$ cat src/rtl/core/timme_pkg.sv
`default_nettype none

package timme_pkg;

    localparam logic [2:0] FUNC_T1_IMM8  = 3'd0;
    localparam logic [2:0] FUNC_T2_MOD   = 3'd1;
    localparam logic [2:0] FUNC_MOVW     = 3'd2;
    localparam logic [2:0] FUNC_MOVT     = 3'd3;
    localparam logic [2:0] FUNC_MOV32    = 3'd4;
    localparam logic [2:0] FUNC_VMOV_F32 = 3'd5;

    localparam logic [3:0] CNT_NONE   = 4'd0;
    localparam logic [3:0] CNT_NARROW = 4'd2;
    localparam logic [3:0] CNT_WIDE   = 4'd4;
    localparam logic [3:0] CNT_PAIR   = 4'd8;

    localparam logic [7:0] T1_MOV_HI   = 8'b0010_0000;
    localparam logic [7:0] T2_MOV_B1   = 8'b1111_0000;
    localparam logic [7:0] T2_MOV_B0   = 8'b0100_0000 | 8'b0000_1111;
    localparam logic [7:0] T2_S_BIT    = 8'b0001_0000;
    localparam logic [7:0] W16_B1      = 8'b1111_0010;
    localparam logic [7:0] MOVW_B0     = 8'b0100_0000;
    localparam logic [7:0] MOVT_B0     = 8'b1100_0000;
    localparam logic [7:0] VMOV_B1     = 8'b1110_1110;
    localparam logic [7:0] VMOV_B0     = 8'b1011_0000;
    localparam logic [7:0] VMOV_B3     = 8'b0000_1010;

endpackage

`default_nettype wire

$ cat src/rtl/core/thumb_immediate_move_encoder_unit.sv
`default_nettype none

// Thumb-2 move-immediate encoder. Each input word selects one of six move
// encodings (MOVS imm8, MOV.W with modified immediate, MOVW, MOVT, a MOVW+MOVT
// pair, VMOV.F32 imm8) and returns the machine code bytes in memory order with
// halfwords little-endian, plus the count of valid bytes (2, 4 or 8; 0 with
// all-zero code for selector codes 6 and 7). One word is taken per cycle; a
// result passes from the input register through the leading-one detector and
// packing logic to the result register. The input stalls only while both
// registers hold words and the result is not taken. Modified immediates whose
// low bits do not fit are truncated.

module thumb_immediate_move_encoder_unit (
    input  wire logic        aclk,
    input  wire logic        aresetn,
    input  wire logic        s_valid,
    output logic             s_ready,
    input  wire logic [2:0]  s_func,
    input  wire logic [4:0]  s_reg_num,
    input  wire logic [31:0] s_imm_value,
    input  wire logic        s_set_flags,
    output logic             m_valid,
    input  wire logic        m_ready,
    output logic [63:0]      m_code,
    output logic [3:0]       m_byte_count
);
    import timme_pkg::*;

    function automatic logic [31:0] wide16(input logic [3:0] rd, input logic [15:0] v,
                                           input logic [7:0] op);
        logic [7:0] b0;
        logic [7:0] b1;
        logic [7:0] b2;
        logic [7:0] b3;
        b0 = op | {4'b0, v[15:12]};
        b1 = W16_B1 | {5'b0, v[11], 2'b0};
        b2 = v[7:0];
        b3 = {1'b0, v[10:8], rd};
        return {b3, b2, b1, b0};
    endfunction

    logic        in_valid_reg;
    logic [2:0]  func_reg;
    logic [4:0]  reg_num_reg;
    logic [31:0] imm_reg;
    logic        set_flags_reg;

    logic        m_valid_reg;
    logic [63:0] code_reg;
    logic [3:0]  byte_count_reg;

    logic        advance;
    logic [4:0]  lz;
    logic [31:0] norm;
    logic [11:0] imm12;
    logic [7:0]  vimm8;
    logic [63:0] code_next;
    logic [3:0]  byte_count_next;

    assign advance = !m_valid_reg || m_ready;
    assign s_ready = !in_valid_reg || advance;

    // leading-one detect and normalize
    always_comb begin
        lz = 5'd0;
        for (int i = 0; i < 32; i++) begin
            if (imm_reg[i]) begin
                lz = 5'(31 - i);
            end
        end
        norm = imm_reg << lz;
        if (|imm_reg[31:8]) begin
            imm12 = {lz + 5'd8, norm[30:24]};
        end else begin
            imm12 = {4'b0, imm_reg[7:0]};
        end
        vimm8 = {imm_reg[31], ~imm_reg[30], imm_reg[24:19]};
    end

    always_comb begin
        code_next       = '0;
        byte_count_next = CNT_NONE;
        unique case (func_reg)
            FUNC_T1_IMM8: begin
                code_next       = {48'b0, T1_MOV_HI | {5'b0, reg_num_reg[2:0]}, imm_reg[7:0]};
                byte_count_next = CNT_NARROW;
            end
            FUNC_T2_MOD: begin
                code_next = {32'b0,
                             {1'b0, imm12[10:8], reg_num_reg[3:0]},
                             imm12[7:0],
                             T2_MOV_B1 | {5'b0, imm12[11], 2'b0},
                             T2_MOV_B0 | (set_flags_reg ? T2_S_BIT : 8'b0)};
                byte_count_next = CNT_WIDE;
            end
            FUNC_MOVW: begin
                code_next       = {32'b0, wide16(reg_num_reg[3:0], imm_reg[15:0], MOVW_B0)};
                byte_count_next = CNT_WIDE;
            end
            FUNC_MOVT: begin
                code_next       = {32'b0, wide16(reg_num_reg[3:0], imm_reg[15:0], MOVT_B0)};
                byte_count_next = CNT_WIDE;
            end
            FUNC_MOV32: begin
                code_next       = {wide16(reg_num_reg[3:0], imm_reg[31:16], MOVT_B0),
                                   wide16(reg_num_reg[3:0], imm_reg[15:0], MOVW_B0)};
                byte_count_next = CNT_PAIR;
            end
            FUNC_VMOV_F32: begin
                code_next = {32'b0,
                             VMOV_B3 | {reg_num_reg[4:1], 4'b0},
                             {4'b0, vimm8[3:0]},
                             VMOV_B1,
                             VMOV_B0 | {1'b0, reg_num_reg[0], 2'b0, vimm8[7:4]}};
                byte_count_next = CNT_WIDE;
            end
            default: begin
                code_next       = '0;
                byte_count_next = CNT_NONE;
            end
        endcase
    end

    always_ff @(posedge aclk) begin
        if (!aresetn) begin
            in_valid_reg <= 1'b0;
            m_valid_reg  <= 1'b0;
        end else begin
            if (s_ready) begin
                in_valid_reg <= s_valid;
            end
            if (advance) begin
                m_valid_reg <= in_valid_reg;
            end
        end
    end

    always_ff @(posedge aclk) begin
        if (s_valid && s_ready) begin
            func_reg      <= s_func;
            reg_num_reg   <= s_reg_num;
            imm_reg       <= s_imm_value;
            set_flags_reg <= s_set_flags;
        end
        if (advance && in_valid_reg) begin
            code_reg       <= code_next;
            byte_count_reg <= byte_count_next;
        end
    end

    assign m_valid      = m_valid_reg;
    assign m_code       = code_reg;
    assign m_byte_count = byte_count_reg;

endmodule

`default_nettype wire

$ cat config.mk
export PLATFORM = sky130hd
export DESIGN_NAME = thumb_immediate_move_encoder_unit
export DESIGN_NICKNAME = d
export VERILOG_FILES = /design/src/rtl/core/timme_pkg.sv /design/src/rtl/core/thumb_immediate_move_encoder_unit.sv
export SDC_FILE = /design/constraint.sdc
export NUM_CORES = 1
export LEC_CHECK = 0
export BUFFER_PORTS_ARGS = -buffer_cell sky130_fd_sc_hd__buf_2
export CAP_MARGIN = 20
export CORE_UTILIZATION = 50
export DETAILED_ROUTE_END_ITERATION = 8
export PLACE_DENSITY = 0.81
export SYNTH_ARGS = -nofsm -noshare
export SYNTH_HDL_FRONTEND = slang
export SYNTH_SLANG_ARGS = --single-unit
$ cat constraint.sdc
create_clock -name aclk -period 3.8 [get_ports aclk]
set_clock_uncertainty 0.2 [all_clocks]
set_input_delay 0.19 -clock aclk [delete_from_list [all_inputs] [get_ports aclk]]
set_output_delay 0.19 -clock aclk [all_outputs]
set_load 0.005 [all_outputs]
==> results.cfg <==
[outcome]
status = finished, final reports clean

[drt]
wl_per_cell_um = 21.8
drt_first_pass_iters = 5
drtIter0Drc = 429
ant_nets = 0
via_per_inst = 6.06
post-route-drc-count = 0
drt-total-wl_um = 16900
num_vias = 4703

[layout]
final_cells = 776
layout_common_cells = 108 x buf_2, 96 x edfxtp_1, 44 x dlygate4sd3_1
largest_reg_flops = 52
regArea_um2 = 2920
multiInputGateArea_um2 = 2290
fill_cells = 893
final_common_cell = buf_2
antenna_cells = 0
layout-area-overhead-vs-synth_pct = 22.1
final_nets = 676
drive_gt1_share_pct = 29.2

[synthesis]
synth_flop_cell = edfxtp_1
synth_top_cell_by_area = edfxtp_1
avgSynthCellArea_um2 = 11.4
synth_top_cell_area_share_pct = 51.8
ys_types = 77
async_flop_share_pct = 0
yosysSeqAreaShare_pct = 52.5
ys_seq_elements = 98
synth_cells = 488
synth_area_leaders = edfxtp_1 52%, mux2i_1 4.0%, a21oi_1 3.0%, mux4_2 2.8%, o21ai_0 2.2%
ys.warnings.count = 0
synthesis.area_um2 = 5570
synth_edf_count = 96

[worst_setup_path]
worstPathRequired_ns = 3.74
crit_path_max_incr_delay_ns = 0.63
crit_buf_inv = 0
arrival_ns = 3.50
crit_slowest_cell = or4_4
critPathLaunchType = flip-flop
worstPathCellList = or4_4, a21oi_2, o21ai_2, a21oi_2, nor2_1, a211oi_1, a2111oi_0, or3_1, a2bb2oi_2
worstSetupPathType = flip-flop to flip-flop
crit_top_cell = a21oi_2
worst_setup_path_end_kind = flip-flop
worstPathMaxFanout = 9
worst_path_dominant_cell_family = compound AO/OA/AOI/OAI gates

[clock_tree]
clkLatencyLatePin_ns = 0.38
cts_hold_buf = 44
tritoncts = yes
cts_buffers = 9
htreeDepth = 3
cts_sinks = 98
clk_path_buf_depth = 2
cts_resized = 0
clk_pin_slew_ns = 0.09
post_cts_buffers = 0
cts_root_buffer = clkbuf_8

[power]
p_per_area_nw_per_um2 = 342
peakVddDrop_uv = 312
power.leakage_nw = 2.74

[placed_design]
dp_hpwl_um = 11800
place_ws_ns = 0.303
port_buffers = 108
dp_cells = 716
gp_congestion = 0.961

[floorplan]
die_h_um = 108
die_x_um = 108
placementRows = 38
initial_core_util_pct = 51.3
fp.dieArea_um2 = 11600
core_area_um2 = 10800
ios = 115

[global_routing]
grt_max_degree = 42
grt_pass1_wl_um = 25800
antenna_found_initial = 0
grt_pass1_vias = 4656
gr-usage-all-layers_pct = 30.9
grt_overflow_total = 0

[timing]
setup_viol = 0
rsz0062_at_grt = false
hold_viol = 0
layout_min_cycle_time_ns = 3.56
max_freq_mhz = 281
finalCritPeriodShare_pct = 93.6
max_slew_margin_pct = 35.0
fin_ws_ns = 0.242
fin_tns_setup_ns = 0
drv_slew = 0
worst_pin_slew_ns = 0.975

[hold_path]
hp-class = input port to flip-flop

[run]
cap_viol_max_count = 0
[kinds of logic after synthesis]
family,share of synthesized area (%)
xor+xnor,0.157
flops,52.5
compound gates,20.1
mux,7.60
buf+inv,6.81
simple gates,12.7
other cells,0.0674
[final cells by class]
cell class | count | share of cell area [%]
Clock buffer | 11 | 1.93
Sequential cell | 98 | 43.0
Inverter | 22 | 1.22
Clock inverter | 5 | 0.442
Multi-Input combinational cell | 324 | 33.7
Tap cell | 140 | 2.58
Timing Repair Buffer | 176 | 17.1
[final timing paths]
kind	from	endpoint	slack, ns	depth (start not counted)
setup reg to reg	imm_reg[21]	m_code[19]	0.24	9
hold reg to reg	reg_num_reg[4]	m_code[31]	0.35	1
hold / removal	m_ready	in_valid_reg	0.04	4
setup / recovery	imm_reg[21]	m_code[19]	0.24	9
[per-layer routing]
layer  vias up  GRT usage [%]  share of wire, %
met3        41           6.48               8.0
met4         0           14.3               3.6
met1      2247           39.2                40
met5         -              0                 0
li1       2139              -                 -
met2       276           50.6                48
[Yosys cell counts, types with 7 or more instances]
master,instances
edfxtp_1,96
o211ai_1,7
a21oi_1,33
a21o_1,8
a22oi_1,9
buf_2,11
mux4_2,7
o21ai_0,24
and3_1,13
nor3_1,11
nand2_1,31
nor2_1,31
mux2i_1,22
buf_4,16
and2_1,8
clkbuf_1,16
inv_1,22
[worst reg2reg max path, delay by kind of cell, from the launching register on]
family / cells / cell delay, ns
AOI/OAI and AO/OA: 6 / 1.43
and+or+nand+nor: 3 / 1.14
DFF: 1 / 0.56
[per-stage QoR]
| stage | power (W) | util (%) | hold slack, ns | area, um^2 |
|---|---|---|---|---|
| finish | 0.00232 | 62.7 | 0.0444 | 6790 |
| global route | 0.00241 | 62.7 | 0.0792 | 6790 |
| CTS | 0.00233 | 62.7 | 0.0106 | 6790 |
| detailed placement | 0.00171 | 57.1 | 0.168 | 6190 |
| global placement | 0.00171 | 57.1 | 0.166 | 6190 |
| floorplan | 0.00157 | - | 0.0889 | 5580 |
[power by group]
group,leakage (nW),internal (W),switching [W]
logic,1.73,0.000188,0.000219
registers,0.928,0.00126,0.0000660
clock network,0.0828,0.000237,0.000356
Note: power is estimated with default switching activity, not from simulation.
